## config.mk

```make
export PLATFORM = sky130hd
export DESIGN_NAME = kway_merge_min_select_top_flat
export DESIGN_NICKNAME = d
export VERILOG_FILES = /design/src/hw/rtl/kmms_pkg.sv /design/src/hw/rtl/kmms_if.sv /design/src/hw/rtl/kmms_ram.sv /design/src/hw/rtl/kmms_front.sv /design/src/hw/rtl/kmms_queue.sv /design/src/hw/rtl/kmms_back.sv /design/src/hw/rtl/kway_merge_min_select_top.sv /design/src/flat_wrapper.sv
export SDC_FILE = /design/constraint.sdc
export NUM_CORES = 1
export LEC_CHECK = 0
export BUFFER_PORTS_ARGS = -buffer_cell sky130_fd_sc_hd__buf_2
export CAP_MARGIN = 10
export CORE_AREA = 2 2 315 317
export DETAILED_ROUTE_END_ITERATION = 10
export DIE_AREA = 0 0 317 319
export PLACE_DENSITY = 0.71
export SETUP_SLACK_MARGIN = 0.3
export SYNTH_ARGS = -nofsm -noshare
export SYNTH_HDL_FRONTEND = slang
export SYNTH_HIERARCHICAL = 1
export SYNTH_SLANG_ARGS = --single-unit
```

## constraint.sdc

```tcl
create_clock -name clk -period 9.7 [get_ports clk]
set_clock_uncertainty 0.15 [all_clocks]
set_input_delay 0.485 -clock clk [delete_from_list [all_inputs] [get_ports clk]]
set_output_delay 0.485 -clock clk [all_outputs]
set_load 0.02 [all_outputs]
```

## src/hw/rtl/kmms_pkg.sv

```systemverilog
`timescale 1ns / 1ps
// kmms_pkg: field widths, reset constants and shared structs of the k-way merge
// min-select block. No dependencies; used by kmms_if, kmms_front, kmms_back and the top.

package kmms_pkg;

  localparam int RUN_W       = 4;
  localparam int KEY_W       = 32;
  localparam int PAY_W       = 32;
  localparam int NUM_W       = 5;
  localparam int CMD_Q_DEPTH = 2;

  localparam logic [NUM_W-1:0] NUM_RUNS_RST = 5'd2;

  // one accepted item that touches a head, passed from front to back
  typedef struct packed {
    logic [RUN_W-1:0]        run_id;
    logic signed [KEY_W-1:0] rec_key;
    logic [PAY_W-1:0]        rec_payload;
    logic                    exhausted;
    logic                    sel;
  } kmms_cmd_t;

  // selection outcome, back to front
  typedef struct packed {
    logic done;
    logic is_end;
  } kmms_sts_t;

endpackage

```

## src/hw/rtl/kmms_if.sv

```systemverilog
`timescale 1ns / 1ps
// kmms_if: valid/ready channel interfaces for the input items and the merged
// result items. Depends on kmms_pkg for field widths.

interface kmms_in_if;
  import kmms_pkg::*;

  logic                    valid;
  logic                    ready;
  logic [RUN_W-1:0]        run_id;
  logic signed [KEY_W-1:0] rec_key;
  logic [PAY_W-1:0]        rec_payload;
  logic                    exhausted;

  modport source (output valid, output run_id, output rec_key, output rec_payload,
                  output exhausted, input ready);
  modport sink (input valid, input run_id, input rec_key, input rec_payload,
                input exhausted, output ready);
endinterface

interface kmms_out_if;
  import kmms_pkg::*;

  logic                    valid;
  logic                    ready;
  logic signed [KEY_W-1:0] out_key;
  logic [PAY_W-1:0]        out_payload;
  logic [RUN_W-1:0]        from_run;
  logic                    record_valid;
  logic                    last;

  modport source (output valid, output out_key, output out_payload, output from_run,
                  output record_valid, output last, input ready);
  modport sink (input valid, input out_key, input out_payload, input from_run,
                input record_valid, input last, output ready);
endinterface

```

## src/hw/rtl/kmms_ram.sv

```systemverilog
`timescale 1ns / 1ps
// kmms_ram: generic single-write, single-read RAM with registered read data.
// No dependencies.

module kmms_ram #(
  parameter int  WIDTH = 64,
  parameter int  DEPTH = 16,
  localparam int AW    = $clog2(DEPTH)
) (
  input  logic             clk,
  input  logic             we,
  input  logic [AW-1:0]    waddr,
  input  logic [WIDTH-1:0] wdata,
  input  logic [AW-1:0]    raddr,
  output logic [WIDTH-1:0] rdata
);

  logic [WIDTH-1:0] mem [DEPTH];

  always_ff @(posedge clk) begin
    if (we) begin
      mem[waddr] <= wdata;
    end
    rdata <= mem[raddr];
  end

endmodule

```

## src/hw/rtl/kmms_front.sv

```systemverilog
`timescale 1ns / 1ps
// kmms_front: accepts input items, drops those of unused or unexpected runs,
// counts the fill and issues head commands. Depends on kmms_pkg, kmms_if.

module kmms_front #(
  parameter int  MAX_RUNS = 16,
  localparam int IDX_W    = $clog2(MAX_RUNS)
) (
  input  logic                         clk,
  input  logic                         rst_n,
  input  logic [kmms_pkg::NUM_W-1:0]   eff_n,
  kmms_in_if.sink                      in_ch,
  output logic                         q_push,
  output kmms_pkg::kmms_cmd_t          q_cmd,
  input  logic                         q_ready,
  input  kmms_pkg::kmms_sts_t          sts,
  input  logic [IDX_W-1:0]             sts_run
);
  import kmms_pkg::*;

  logic             merging_r, merging_nxt;
  logic             busy_r, busy_nxt;
  logic [NUM_W-1:0] fill_cnt_r, fill_cnt_nxt;
  logic [IDX_W-1:0] wait_run_r, wait_run_nxt;
  logic             accept;
  logic             fill_end;

  assign in_ch.ready = !busy_r && q_ready;
  assign accept      = in_ch.valid && in_ch.ready;
  assign fill_end    = (int'(fill_cnt_r) + 1) >= int'(eff_n);

  always_comb begin
    merging_nxt         = merging_r;
    busy_nxt            = busy_r;
    fill_cnt_nxt        = fill_cnt_r;
    wait_run_nxt        = wait_run_r;
    q_push              = 1'b0;
    q_cmd.run_id        = in_ch.run_id;
    q_cmd.rec_key       = in_ch.rec_key;
    q_cmd.rec_payload   = in_ch.rec_payload;
    q_cmd.exhausted     = in_ch.exhausted;
    q_cmd.sel           = 1'b1;

    if (sts.done) begin
      busy_nxt     = 1'b0;
      merging_nxt  = !sts.is_end;
      wait_run_nxt = sts.is_end ? '0 : sts_run;
    end

    if (accept) begin
      if (!merging_r) begin
        if (int'(in_ch.run_id) < int'(eff_n)) begin
          q_push       = 1'b1;
          q_cmd.sel    = fill_end;
          busy_nxt     = fill_end;
          fill_cnt_nxt = fill_end ? '0 : fill_cnt_r + 1'b1;
        end
      end else if (int'(in_ch.run_id) == int'(wait_run_r)) begin
        q_push   = 1'b1;
        busy_nxt = 1'b1;
      end
    end
  end

  always_ff @(posedge clk) begin
    if (!rst_n) begin
      merging_r  <= 1'b0;
      busy_r     <= 1'b0;
      fill_cnt_r <= '0;
      wait_run_r <= '0;
    end else begin
      merging_r  <= merging_nxt;
      busy_r     <= busy_nxt;
      fill_cnt_r <= fill_cnt_nxt;
      wait_run_r <= wait_run_nxt;
    end
  end

endmodule

```

## src/hw/rtl/kmms_queue.sv

```systemverilog
`timescale 1ns / 1ps
// kmms_queue: short first-in first-out command queue between front and back.
// No dependencies.

module kmms_queue #(
  parameter int  WIDTH = 72,
  parameter int  DEPTH = 2,
  localparam int PW    = $clog2(DEPTH),
  localparam int CW    = $clog2(DEPTH + 1)
) (
  input  logic             clk,
  input  logic             rst_n,
  input  logic             push,
  input  logic [WIDTH-1:0] din,
  output logic             ready,
  input  logic             pop,
  output logic             valid,
  output logic [WIDTH-1:0] dout
);

  logic [WIDTH-1:0] slot_r [DEPTH];
  logic [PW-1:0]    wr_ptr_r, wr_ptr_nxt;
  logic [PW-1:0]    rd_ptr_r, rd_ptr_nxt;
  logic [CW-1:0]    count_r, count_nxt;
  logic             do_push, do_pop;

  assign ready   = int'(count_r) < DEPTH;
  assign valid   = count_r != '0;
  assign dout    = slot_r[rd_ptr_r];
  assign do_push = push && ready;
  assign do_pop  = pop && valid;

  always_comb begin
    wr_ptr_nxt = wr_ptr_r;
    rd_ptr_nxt = rd_ptr_r;
    count_nxt  = count_r;
    if (do_push) begin
      wr_ptr_nxt = (int'(wr_ptr_r) == DEPTH - 1) ? '0 : wr_ptr_r + 1'b1;
    end
    if (do_pop) begin
      rd_ptr_nxt = (int'(rd_ptr_r) == DEPTH - 1) ? '0 : rd_ptr_r + 1'b1;
    end
    if (do_push && !do_pop) begin
      count_nxt = count_r + 1'b1;
    end else if (do_pop && !do_push) begin
      count_nxt = count_r - 1'b1;
    end
  end

  always_ff @(posedge clk) begin
    if (do_push) begin
      slot_r[wr_ptr_r] <= din;
    end
  end

  always_ff @(posedge clk) begin
    if (!rst_n) begin
      wr_ptr_r <= '0;
      rd_ptr_r <= '0;
      count_r  <= '0;
    end else begin
      wr_ptr_r <= wr_ptr_nxt;
      rd_ptr_r <= rd_ptr_nxt;
      count_r  <= count_nxt;
    end
  end

endmodule

```

## src/hw/rtl/kmms_back.sv

```systemverilog
`timescale 1ns / 1ps
// kmms_back: writes head records, scans the heads for the smallest key and
// drives the result register. Depends on kmms_pkg, kmms_if, kmms_ram.

module kmms_back #(
  parameter int  MAX_RUNS = 16,
  localparam int IDX_W    = $clog2(MAX_RUNS)
) (
  input  logic                         clk,
  input  logic                         rst_n,
  input  logic [kmms_pkg::NUM_W-1:0]   eff_n,
  input  logic                         q_valid,
  input  kmms_pkg::kmms_cmd_t          q_cmd,
  output logic                         q_pop,
  output kmms_pkg::kmms_sts_t          sts,
  output logic [IDX_W-1:0]             sts_run,
  kmms_out_if.source                   out_ch
);
  import kmms_pkg::*;

  typedef enum logic [2:0] {
    B_IDLE = 3'b001,
    B_SCAN = 3'b010,
    B_FIN  = 3'b100
  } back_state_t;

  back_state_t             state_r, state_nxt;
  logic [IDX_W-1:0]        cnt_r, cnt_nxt;
  logic                    rd_vld_r, rd_vld_nxt;
  logic [IDX_W-1:0]        rd_idx_r, rd_idx_nxt;
  logic                    found_r, found_nxt;
  logic [IDX_W-1:0]        best_r, best_nxt;
  logic signed [KEY_W-1:0] best_key_r, best_key_nxt;
  logic [PAY_W-1:0]        best_pay_r, best_pay_nxt;
  logic [MAX_RUNS-1:0]     present_r, present_nxt;
  logic                    out_valid_r, out_valid_nxt;
  logic signed [KEY_W-1:0] out_key_r, out_key_nxt;
  logic [PAY_W-1:0]        out_pay_r, out_pay_nxt;
  logic [RUN_W-1:0]        out_run_r, out_run_nxt;
  logic                    out_rec_r, out_rec_nxt;
  logic                    out_last_r, out_last_nxt;

  logic [IDX_W-1:0]         last_idx;
  logic [IDX_W-1:0]         wr_idx;
  logic                     ram_we;
  logic [KEY_W+PAY_W-1:0]   ram_rdata;
  logic signed [KEY_W-1:0]  rd_key;
  logic                     take;
  logic                     out_free;

  assign last_idx = IDX_W'(int'(eff_n) - 1);
  assign wr_idx   = IDX_W'(q_cmd.run_id);
  assign ram_we   = (state_r == B_IDLE) && q_valid && !q_cmd.exhausted;
  assign rd_key   = $signed(ram_rdata[KEY_W+PAY_W-1:PAY_W]);
  assign take     = rd_vld_r && present_r[rd_idx_r] && (!found_r || rd_key < best_key_r);
  assign out_free = !out_valid_r || out_ch.ready;

  kmms_ram #(
    .WIDTH (KEY_W + PAY_W),
    .DEPTH (MAX_RUNS)
  ) u_head_ram (
    .clk   (clk),
    .we    (ram_we),
    .waddr (wr_idx),
    .wdata ({q_cmd.rec_key, q_cmd.rec_payload}),
    .raddr (cnt_r),
    .rdata (ram_rdata)
  );

  always_comb begin
    state_nxt     = state_r;
    cnt_nxt       = cnt_r;
    rd_vld_nxt    = 1'b0;
    rd_idx_nxt    = rd_idx_r;
    found_nxt     = found_r;
    best_nxt      = best_r;
    best_key_nxt  = best_key_r;
    best_pay_nxt  = best_pay_r;
    present_nxt   = present_r;
    out_valid_nxt = out_valid_r && !out_ch.ready;
    out_key_nxt   = out_key_r;
    out_pay_nxt   = out_pay_r;
    out_run_nxt   = out_run_r;
    out_rec_nxt   = out_rec_r;
    out_last_nxt  = out_last_r;
    q_pop         = 1'b0;
    sts.done      = 1'b0;
    sts.is_end    = !found_r;
    sts_run       = best_r;

    if (take) begin
      found_nxt    = 1'b1;
      best_nxt     = rd_idx_r;
      best_key_nxt = rd_key;
      best_pay_nxt = ram_rdata[PAY_W-1:0];
    end

    case (state_r)
      B_IDLE: begin
        if (q_valid) begin
          q_pop               = 1'b1;
          present_nxt[wr_idx] = !q_cmd.exhausted;
          if (q_cmd.sel) begin
            state_nxt = B_SCAN;
            cnt_nxt   = '0;
            found_nxt = 1'b0;
          end
        end
      end
      B_SCAN: begin
        rd_vld_nxt = 1'b1;
        rd_idx_nxt = cnt_r;
        if (cnt_r == last_idx) begin
          state_nxt = B_FIN;
        end else begin
          cnt_nxt = cnt_r + 1'b1;
        end
      end
      B_FIN: begin
        if (!rd_vld_r && out_free) begin
          sts.done      = 1'b1;
          out_valid_nxt = 1'b1;
          state_nxt     = B_IDLE;
          if (found_r) begin
            out_key_nxt         = best_key_r;
            out_pay_nxt         = best_pay_r;
            out_run_nxt         = RUN_W'(best_r);
            out_rec_nxt         = 1'b1;
            out_last_nxt        = 1'b0;
            present_nxt[best_r] = 1'b0;
          end else begin
            out_key_nxt  = '0;
            out_pay_nxt  = '0;
            out_run_nxt  = '0;
            out_rec_nxt  = 1'b0;
            out_last_nxt = 1'b1;
            present_nxt  = '0;
          end
        end
      end
      default: begin
        state_nxt = B_IDLE;
      end
    endcase
  end

  assign out_ch.valid        = out_valid_r;
  assign out_ch.out_key      = out_key_r;
  assign out_ch.out_payload  = out_pay_r;
  assign out_ch.from_run     = out_run_r;
  assign out_ch.record_valid = out_rec_r;
  assign out_ch.last         = out_last_r;

  always_ff @(posedge clk) begin
    if (!rst_n) begin
      state_r     <= B_IDLE;
      cnt_r       <= '0;
      rd_vld_r    <= 1'b0;
      found_r     <= 1'b0;
      best_r      <= '0;
      present_r   <= '0;
      out_valid_r <= 1'b0;
    end else begin
      state_r     <= state_nxt;
      cnt_r       <= cnt_nxt;
      rd_vld_r    <= rd_vld_nxt;
      found_r     <= found_nxt;
      best_r      <= best_nxt;
      present_r   <= present_nxt;
      out_valid_r <= out_valid_nxt;
    end
  end

  always_ff @(posedge clk) begin
    rd_idx_r   <= rd_idx_nxt;
    best_key_r <= best_key_nxt;
    best_pay_r <= best_pay_nxt;
    out_key_r  <= out_key_nxt;
    out_pay_r  <= out_pay_nxt;
    out_run_r  <= out_run_nxt;
    out_rec_r  <= out_rec_nxt;
    out_last_r <= out_last_nxt;
  end

endmodule

```

## src/hw/rtl/kway_merge_min_select_top.sv

```systemverilog
`timescale 1ns / 1ps
// kway_merge_min_select_top: one pass of a k-way merge of sorted runs.
// Depends on kmms_pkg, kmms_if, kmms_front, kmms_queue, kmms_back, kmms_ram.

// Holds one head record per run. Fill items that do not end the fill pass are
// taken at one per cycle while the command queue has room. An item that ends
// the fill, or the refill of the awaited run, triggers a scan of the head RAM
// through its single read port, one run per cycle over the clamped run count;
// the front then takes no new item until the selection is done. The result
// sits in an output register, so the next item is taken while it waits. Ties
// go to the lower run. Heads need no clearing after reset.

module kway_merge_min_select_top #(
  parameter int MAX_RUNS = 16
) (
  input  logic                       clk,
  input  logic                       rst_n,
  kmms_in_if.sink                    in_ch,
  kmms_out_if.source                 out_ch,
  input  logic                       cfg_wr_en,
  input  logic [kmms_pkg::NUM_W-1:0] cfg_wr_data
);
  import kmms_pkg::*;

  localparam int IDX_W = $clog2(MAX_RUNS);

  logic [NUM_W-1:0] num_runs_r, num_runs_nxt;
  logic [NUM_W-1:0] eff_n;
  logic             q_push, q_ready, q_valid, q_pop;
  kmms_cmd_t        push_cmd, pop_cmd;
  kmms_sts_t        sts;
  logic [IDX_W-1:0] sts_run;

  assign num_runs_nxt = cfg_wr_en ? cfg_wr_data : num_runs_r;

  always_comb begin
    if (num_runs_r == '0) begin
      eff_n = NUM_W'(1);
    end else if (int'(num_runs_r) > MAX_RUNS) begin
      eff_n = NUM_W'(MAX_RUNS);
    end else begin
      eff_n = num_runs_r;
    end
  end

  always_ff @(posedge clk) begin
    if (!rst_n) begin
      num_runs_r <= NUM_RUNS_RST;
    end else begin
      num_runs_r <= num_runs_nxt;
    end
  end

  kmms_front #(
    .MAX_RUNS (MAX_RUNS)
  ) u_front (
    .clk     (clk),
    .rst_n   (rst_n),
    .eff_n   (eff_n),
    .in_ch   (in_ch),
    .q_push  (q_push),
    .q_cmd   (push_cmd),
    .q_ready (q_ready),
    .sts     (sts),
    .sts_run (sts_run)
  );

  kmms_queue #(
    .WIDTH ($bits(kmms_cmd_t)),
    .DEPTH (CMD_Q_DEPTH)
  ) u_queue (
    .clk   (clk),
    .rst_n (rst_n),
    .push  (q_push),
    .din   (push_cmd),
    .ready (q_ready),
    .pop   (q_pop),
    .valid (q_valid),
    .dout  (pop_cmd)
  );

  kmms_back #(
    .MAX_RUNS (MAX_RUNS)
  ) u_back (
    .clk     (clk),
    .rst_n   (rst_n),
    .eff_n   (eff_n),
    .q_valid (q_valid),
    .q_cmd   (pop_cmd),
    .q_pop   (q_pop),
    .sts     (sts),
    .sts_run (sts_run),
    .out_ch  (out_ch)
  );

`ifndef ASSERT_OFF
  a_done_queue_empty: assert property (@(posedge clk) disable iff (!rst_n)
    sts.done |-> !q_valid)
    else $error("selection finished with commands still queued");

  a_done_single: assert property (@(posedge clk) disable iff (!rst_n)
    sts.done |=> !sts.done)
    else $error("selection done on two cycles in a row");

  a_no_push_at_done: assert property (@(posedge clk) disable iff (!rst_n)
    q_push |-> !sts.done)
    else $error("item queued while a selection was still pending");
`endif

endmodule
```

## src/flat_wrapper.sv

```systemverilog
// flat-port wrapper written by rule: the top's interface ports become plain ports
module kway_merge_min_select_top_flat import kmms_pkg::*;
#(
  parameter int MAX_RUNS = 16
)
  (clk, rst_n, cfg_wr_en, cfg_wr_data, in_ch_valid, in_ch_run_id, in_ch_rec_key, in_ch_rec_payload, in_ch_exhausted, in_ch_ready, out_ch_valid, out_ch_out_key, out_ch_out_payload, out_ch_from_run, out_ch_record_valid, out_ch_last, out_ch_ready);
  kmms_in_if in_ch_i ();
  kmms_out_if out_ch_i ();
  input  logic clk;
  input  logic rst_n;
  input  logic cfg_wr_en;
  input  logic [kmms_pkg::NUM_W-1:0] cfg_wr_data;
  input wire logic [$bits(in_ch_i.valid)-1:0] in_ch_valid;
  input wire logic [$bits(in_ch_i.run_id)-1:0] in_ch_run_id;
  input wire logic [$bits(in_ch_i.rec_key)-1:0] in_ch_rec_key;
  input wire logic [$bits(in_ch_i.rec_payload)-1:0] in_ch_rec_payload;
  input wire logic [$bits(in_ch_i.exhausted)-1:0] in_ch_exhausted;
  output wire logic [$bits(in_ch_i.ready)-1:0] in_ch_ready;
  output wire logic [$bits(out_ch_i.valid)-1:0] out_ch_valid;
  output wire logic [$bits(out_ch_i.out_key)-1:0] out_ch_out_key;
  output wire logic [$bits(out_ch_i.out_payload)-1:0] out_ch_out_payload;
  output wire logic [$bits(out_ch_i.from_run)-1:0] out_ch_from_run;
  output wire logic [$bits(out_ch_i.record_valid)-1:0] out_ch_record_valid;
  output wire logic [$bits(out_ch_i.last)-1:0] out_ch_last;
  input wire logic [$bits(out_ch_i.ready)-1:0] out_ch_ready;
  assign in_ch_i.valid = in_ch_valid;
  assign in_ch_i.run_id = in_ch_run_id;
  assign in_ch_i.rec_key = in_ch_rec_key;
  assign in_ch_i.rec_payload = in_ch_rec_payload;
  assign in_ch_i.exhausted = in_ch_exhausted;
  assign in_ch_ready = in_ch_i.ready;
  assign out_ch_valid = out_ch_i.valid;
  assign out_ch_out_key = out_ch_i.out_key;
  assign out_ch_out_payload = out_ch_i.out_payload;
  assign out_ch_from_run = out_ch_i.from_run;
  assign out_ch_record_valid = out_ch_i.record_valid;
  assign out_ch_last = out_ch_i.last;
  assign out_ch_i.ready = out_ch_ready;
  kway_merge_min_select_top #(.MAX_RUNS(MAX_RUNS)) u_core (.clk(clk), .rst_n(rst_n), .in_ch(in_ch_i), .out_ch(out_ch_i), .cfg_wr_en(cfg_wr_en), .cfg_wr_data(cfg_wr_data));
endmodule
```

==> metrics.csv, run 1 <==
metric,value,unit
setup_viol_count_final,0,
worst-endpoint-required,9890,ps
period_needed,4621,ps
start_util,54.69,%
tightestPinTransition,1167,ps
antenna_left,0,
reg2reg_depth,7,
seq_area_frac_synth,77.49,%
final_hold_viol_count,0,
avgViaCountPerCell,6.009,
grt_pass1_vias,26620,
grt.overflow.total,0,
final_area,60420,um^2
top_usage_layer,met2,
rsz0062_at_grt,false,
dp_hpwl,60.34,mm
grtUsageMet2,36.87,%
synth_nets,2732,
synthCells,2610,
syn_avg_cell_area,20.47,um^2
slew_headroom,21.95,%
ys_top_cells_by_count,"edfxtp_1, mux4_2, a22oi_1",
r2r_setup_slack,5080,ps
final_core_util,61.84,%
wire_per_inst,26.54,um
root_buffer,clkbuf_16,
synth_simple_gate_area_share,3.213,%
wl,112.4,mm
cts_tree,built,
synth_cell_types,57,
yosysWarningCount,6,
ys_seq_elements,1417,
die_w,317,um
drt_pre_antenna_iters,7,
diodes,0,
row_count,115,
status,"finished, final reports clean",
place.gp.congestion,0.8235,
die_area,101100,um^2
coreArea,97700,um^2
clk_path_buf_depth,3,
cap_violations,0,
io_pins,151,
insertion_delay,730,ps
cts_setup_buffers,0,
cp-start-kind,register,
cp_max_fo,52,
dr.first_iter.drc_count,2789,
die_h,319,um
htree_levels,4,
reg2reg_to,u_core/u_back/u_head_ram/mem[2][43]$_DFFE_PP_,
layout-drive-gt1-share,25.64,%
power.density,226.7,nW/um^2
synth_area,53430,um^2
critPathKind,reg -> reg,
hp-start,cfg_wr_en,
fin_cells,4236,
leakage,19.48,nW
synth_area_leaders,"edfxtp_1, mux4_2, dfxtp_1",
tns,0,ps
synth_edf_count,1302,
hold_path.class,in -> reg,
arrival,4810,ps
layout.nets,2955,
grtUsageMet3,3.733,%
ir_drop,0.1330,mV
yosysTopAreaCellShare,73.18,%
synth_xor_xnor_area_share,0.2951,%
final_max_slew_viol_count,0,
min_period_over_period,47.64,%
route.detailed.drc,0,
synth_ff_type,edfxtp_1,
async_flop_share,0,%
hold_depth,3,
whs_endpoint,u_core/num_runs_r[3]$_SDFFE_PN0P_,
yosys.area_share.adder,1.007,%
dpl_cell_area,55160,um^2
port_buffers,150,
met1_usage,31.81,%
hold_ws,50.25,ps
cts_inserted_buffers,138,
synth_most_common_cell,edfxtp_1,
cts.sink_count,1417,
endpoint_kind,register,
antenna_found_initial,1,
synth_area_leader_cell,edfxtp_1,
synth_top_family_by_area,multiplexers,
dp_cells,3902,
grt_usage,22.58,%
synth_compound_area_share,2.930,%
areaGrowthSynthToFinish,13.09,%
grt_pass1_wl,167.7,mm
path_clk_slew,60,ps
synth_mux_area_share,12.69,%
vias,25450,
fmax,216.4,MHz
grt_max_degree,163,
## metal layers
layer  part of all wire, %  wire, um  vias to the layer above
met3                   6.6      7391                      166
met5                     0         0                        -
met1                    41     46620                    13340
met4                   2.1      2305                        0
met2                    50     56100                     1013
li1                      -         -                    10940
## cells by family after synthesis
| logic type | after synthesis |
|---|---|
| buffers and inverters | 227 |
| xor gates and xnor gates | 18 |
| muxes | 341 |
| DFF | 1417 |
| adders and majority gates | 43 |
| AOI/OAI and AO/OA | 218 |
| and+or+nand+nor | 346 |
## area by class of cell
type	count	area (um^2)
sequential	1417	41410
tap	1287	1610
fill	6566	37280
clock inverter	65	571.8
clock buffer	191	3911
timing repair buffer	267	1849
multi-input combinational	966	10910
inverter	43	161.4
## critical path, stage by stage (launching register included)
cell	delay (ps)
dfxtp_4	550
buf_4	790
mux2_2	420
nand2b_1	200
inv_2	140
or3b_2	580
nor2_4	490
buf_4	790
## registers in the layout, indices dropped and copies added (netlist names), 2 cells and up, named ones only
signal                            count
u_core/u_back/out_ch.from_run         4
u_core/u_back/best_pay_r             32
u_core/u_back/present_r              16
u_core/u_back/best_key_r             32
u_core/u_back/u_head_ram/rdata       64
u_core/u_back/state_r                 3
u_core/u_back/sts_run                 4
u_core/u_front/fill_cnt_r             5
u_core/u_back/rd_idx_r                4
u_core/u_queue/count_r                2
u_core/u_back/u_head_ram/mem       1024
u_core/u_back/out_ch.out_key         32
u_core/u_queue/slot_r               140
u_core/u_back/cnt_r                   4
u_core/u_front/wait_run_r             4
u_core/u_back/out_ch.out_payload     32
u_core/num_runs_r                     5
## through the flow
step / total power (W) / worst slack (ps)
floorplan: 0.008178 / 2904
global placement: 0.008491 / 5177
detailed placement: 0.008572 / 5095
CTS: 0.01380 / 5074
global route: 0.01414 / 4951
finish: 0.01370 / 5079
## worst max-delay path by stage
stage / start / to / cells past startpoint
finish: register / u_core/u_back/u_head_ram/mem[2][43]$_DFFE_PP_ / 7
global route: register / u_core/u_back/u_head_ram/mem[2][59]$_DFFE_PP_ / 7
CTS: register / u_core/u_back/u_head_ram/mem[2][59]$_DFFE_PP_ / 7
detailed placement: register / u_core/u_back/u_head_ram/mem[2][41]$_DFFE_PP_ / 7
global placement: register / u_core/u_back/u_head_ram/mem[2][43]$_DFFE_PP_ / 7
floorplan: register / u_core/u_back/u_head_ram/mem[0][0]$_DFFE_PP_ / 7
## where the power goes
group	switching (W)	total, W	internal (W)
clock network	0.00219	0.00523	0.00304
registers	0.0000766	0.00737	0.00730
logic	0.000794	0.00109	0.000297
## layout by cell type, fill, tap and decap left out, types with 15 or more instances in the layout
cell type and count:
nor2b_1 35, buf_4 37, mux2_2 70, nand2b_1 17, clkinv_2 23, ha_1 43, dlygate4sd3_1 78, and2_1 43
edfxtp_1 1302, clkbuf_16 145, nand2_1 103, nor3_1 15, nor2_1 70, a22oi_1 140, mux4_2 257, clkinv_1 19
inv_1 41, clkbuf_1 35, o22ai_1 16, buf_2 150, dfxtp_1 111, a21oi_1 16
## repair_timing
action | in CTS | in global routing
endpoints found under the hold margin | 143 | 0
hold buffers | 78 | 0
gates resized for setup | 0 | 0
No activity file was read; power rests on OpenSTA's default activity.
==> run 2: changes to the inputs <==
--- a/config.mk
+++ b/config.mk
@@ -5,11 +5,12 @@
 export SDC_FILE = /design/constraint.sdc
 export NUM_CORES = 1
 export LEC_CHECK = 0
+export ABC_AREA = 1
 export BUFFER_PORTS_ARGS = -buffer_cell sky130_fd_sc_hd__buf_2
 export CAP_MARGIN = 10
-export CORE_AREA = 2 2 315 317
+export CORE_AREA = 2 2 334 336
 export DETAILED_ROUTE_END_ITERATION = 10
-export DIE_AREA = 0 0 317 319
+export DIE_AREA = 0 0 336 338
 export PLACE_DENSITY = 0.71
 export SETUP_SLACK_MARGIN = 0.3
 export SYNTH_ARGS = -nofsm -noshare
==> constraint.sdc (replaced) <==
create_clock -name clk -period 4.5 [get_ports clk]
set_clock_uncertainty 0.15 [all_clocks]
set_input_delay 0.225 -clock clk [delete_from_list [all_inputs] [get_ports clk]]
set_output_delay 0.225 -clock clk [all_outputs]
set_load 0.02 [all_outputs]
==> run 2 against run 1 <==
Compared with the run above:
- clock power grew 130%
- design area grew 11%
- setup slack lost 4100 ps
- die area grew 12%
- non-clock buffer count grew 35
- sequential power grew 110%
- total power grew 120%
- routed wire length grew 24%
- via count grew 49%
- first-iteration DRC count grew 43%
- critical path type unchanged
==> metrics.csv, run 2 <==
metric,value,unit
status,"finished, final reports clean",
hold_path.class,in -> reg,
synth_xor_xnor_area_share,0.1880,%
root_buffer,clkbuf_16,
synth_mux_area_share,1.754,%
antenna_left,0,
cts_setup_buffers,0,
synth_edf_count,1302,
reg2reg_depth,6,
route.detailed.drc,0,
final_core_util,61.05,%
coreArea,110100,um^2
met1_usage,32.46,%
layout.nets,5661,
worst-endpoint-required,4780,ps
insertion_delay,760,ps
synth_ff_type,edfxtp_1,
largest_reg_flops,1024,
cts_inserted_buffers,146,
layout-drive-gt1-share,9.855,%
cp-start-kind,register,
io_pins,151,
row_count,122,
synth_compound_area_share,1.454,%
areaGrowthSynthToFinish,12.16,%
rsz0062_at_grt,false,
vias,37910,
cts_tree,built,
die_area,113600,um^2
whs_endpoint,u_core/u_queue/slot_r[1][13]$_DFFE_PP_,
antenna_found_initial,5,
die_w,336,um
synth_nets,5517,
syn_avg_cell_area,11.10,um^2
slew_headroom,24.10,%
tightestPinTransition,1139,ps
hp-start,in_ch_rec_payload[11],
drt_pre_antenna_iters,5,
path_clk_slew,60,ps
min_period_over_period,77.89,%
wire_per_inst,19.42,um
cts.sink_count,1417,
htree_levels,4,
async_flop_share,0,%
finalPower,0.03026,W
synth_simple_gate_area_share,17.14,%
fmax,285.3,MHz
final_common_cell,nand2_1,
holdBufCountCts,91,
synth_area_leader_cell,edfxtp_1,
largest-register,u_core/u_back/u_head_ram/mem,
grt_pass1_vias,36750,
endpoint_kind,register,
avgViaCountPerCell,5.300,
place.gp.congestion,0.8776,
yosysTopAreaCellShare,65.27,%
yosysWarningCount,6,
die_h,338,um
r2r_setup_slack,990,ps
grt_max_degree,187,
top_usage_layer,met2,
ys_top_cells_by_count,"nand2_1, edfxtp_1, inv_1",
setup_viol_count_final,0,
synth_area_leaders,"edfxtp_1, nand2_1, nand3_1",
hold_depth,2,
largest_registers,"u_core/u_back/u_head_ram/mem x1024, u_core/u_queue/slot_r x140, u_core/u_back/u_head_ram/rdata x64",
dr.first_iter.drc_count,4000,
clk_path_buf_depth,3,
port_buffers,150,
synth_area,59900,um^2
seq_area_frac_synth,69.11,%
final_max_slew_viol_count,0,
grtUsageMet3,3.610,%
cap_violations,0,
power.density,450.3,nW/um^2
cp_max_fo,43,
leakage,27.95,nW
dp_hpwl,74.15,mm
grt_pass1_wl,210.6,mm
arrival,3790,ps
final_hold_viol_count,0,
ir_drop,0.3544,mV
yosys.area_share.adder,0.8981,%
synth_top_family_by_area,simple AND/OR/NAND/NOR gates,
synth_cell_types,50,
period_needed,3505,ps
critPathKind,reg -> reg,
synth_most_common_cell,nand2_1,
synthCells,5395,
grtUsageMet2,41.85,%
ctsResizeCount,0,
grt.overflow.total,0,
ys_seq_elements,1417,
grt_usage,24.42,%
reg2reg_to,u_core/u_back/u_head_ram/mem[2][35]$_DFFE_PP_,
layout_common_cells,"nand2_1, edfxtp_1, inv_1",
start_util,54.43,%
wl,138.9,mm
run 2: cell types whose count changed after synthesis, moves of 25 or more:
cell	delta
and2_1	-44
nand2_1	+1427
inv_1	+917
mux2_4	+70
mux4_2	-257
a22oi_1	-140
buf_4	+30
mux2_2	-70
nand3_1	+786
nor2b_1	-37
clkbuf_1	-25
buf_2	+91
a21oi_1	+52
run 2: how the worst max path moves through the flow:
stage | startpoint | endpoint | slack [ps]
3_5_place_dp | register | u_core/u_back/u_head_ram/mem[2][36]$_DFFE_PP_ | 980
2_1_floorplan | u_core/num_runs_r[0]$_SDFFE_PN0P_ | u_core/u_queue/slot_r[0][0]$_DFFE_PP_ | -580
6_report | register | u_core/u_back/u_head_ram/mem[2][35]$_DFFE_PP_ | 990
3_3_place_gp | register | u_core/u_back/u_head_ram/mem[2][37]$_DFFE_PP_ | 1000
5_1_grt | register | u_core/u_back/u_head_ram/mem[2][38]$_DFFE_PP_ | 840
4_1_cts | register | u_core/u_back/u_head_ram/mem[2][36]$_DFFE_PP_ | 960
run 2: stage by stage:
stage | instance area, um^2 | setup TNS, ps | worst slack, ps | instances | hold WS, ps
finish | 67190 | 0 | 994.8 | 7152 | 34.21
global placement | 61500 | 0 | 995.2 | 6788 | 236.3
global route | 67180 | 0 | 836.0 | 7150 | 27.81
floorplan | 59940 | -80680 | -576.3 | 5395 | 173.6
CTS | 67180 | 0 | 956.4 | 7150 | 0.8809
detailed placement | 61500 | 0 | 983.8 | 6788 | 238.7
run 2: kinds of logic after synthesis:
| group | count (synthesis) |
|---|---|
| compound gates | 146 |
| buf+inv | 1272 |
| simple gates | 2435 |
| mux | 70 |
| xor+xnor | 12 |
| flops | 1417 |
| fa+ha+maj | 43 |
run 2: report_power, final:
part | switching (W) | total, W | leakage [nW] | internal (W)
clock | 0.00496 | 0.0119 | 2.36 | 0.00693
sequential | 0.000138 | 0.0156 | 12.7 | 0.0155
combinational | 0.00200 | 0.00276 | 12.9 | 0.000760
run 2: per-layer routing:
metal  vias up  wire, um
met4         4      2881
met1     18240     56740
li1      17850         -
met2      1576     68590
met5         -        26
met3       231     10630
run 2: worst max-delay path, cell delays in order (launching register included):
cell     delay (ps)
dfxtp_4         350
buf_4           730
mux2_4          400
inv_1            90
nand3_1         290
nor2_4          790
buf_12          330
run 2: layout make-up:
type / count / area (um^2)
Antenna cell: 2 / 5.005
Clock buffer: 207 / 4192
Clock inverter: 64 / 583.1
Fill cell: 8486 / 42870
Inverter: 966 / 3654
Multi-Input combinational cell: 2706 / 12970
Sequential cell: 1417 / 41420
Tap cell: 1488 / 1862
Timing Repair Buffer: 302 / 2495
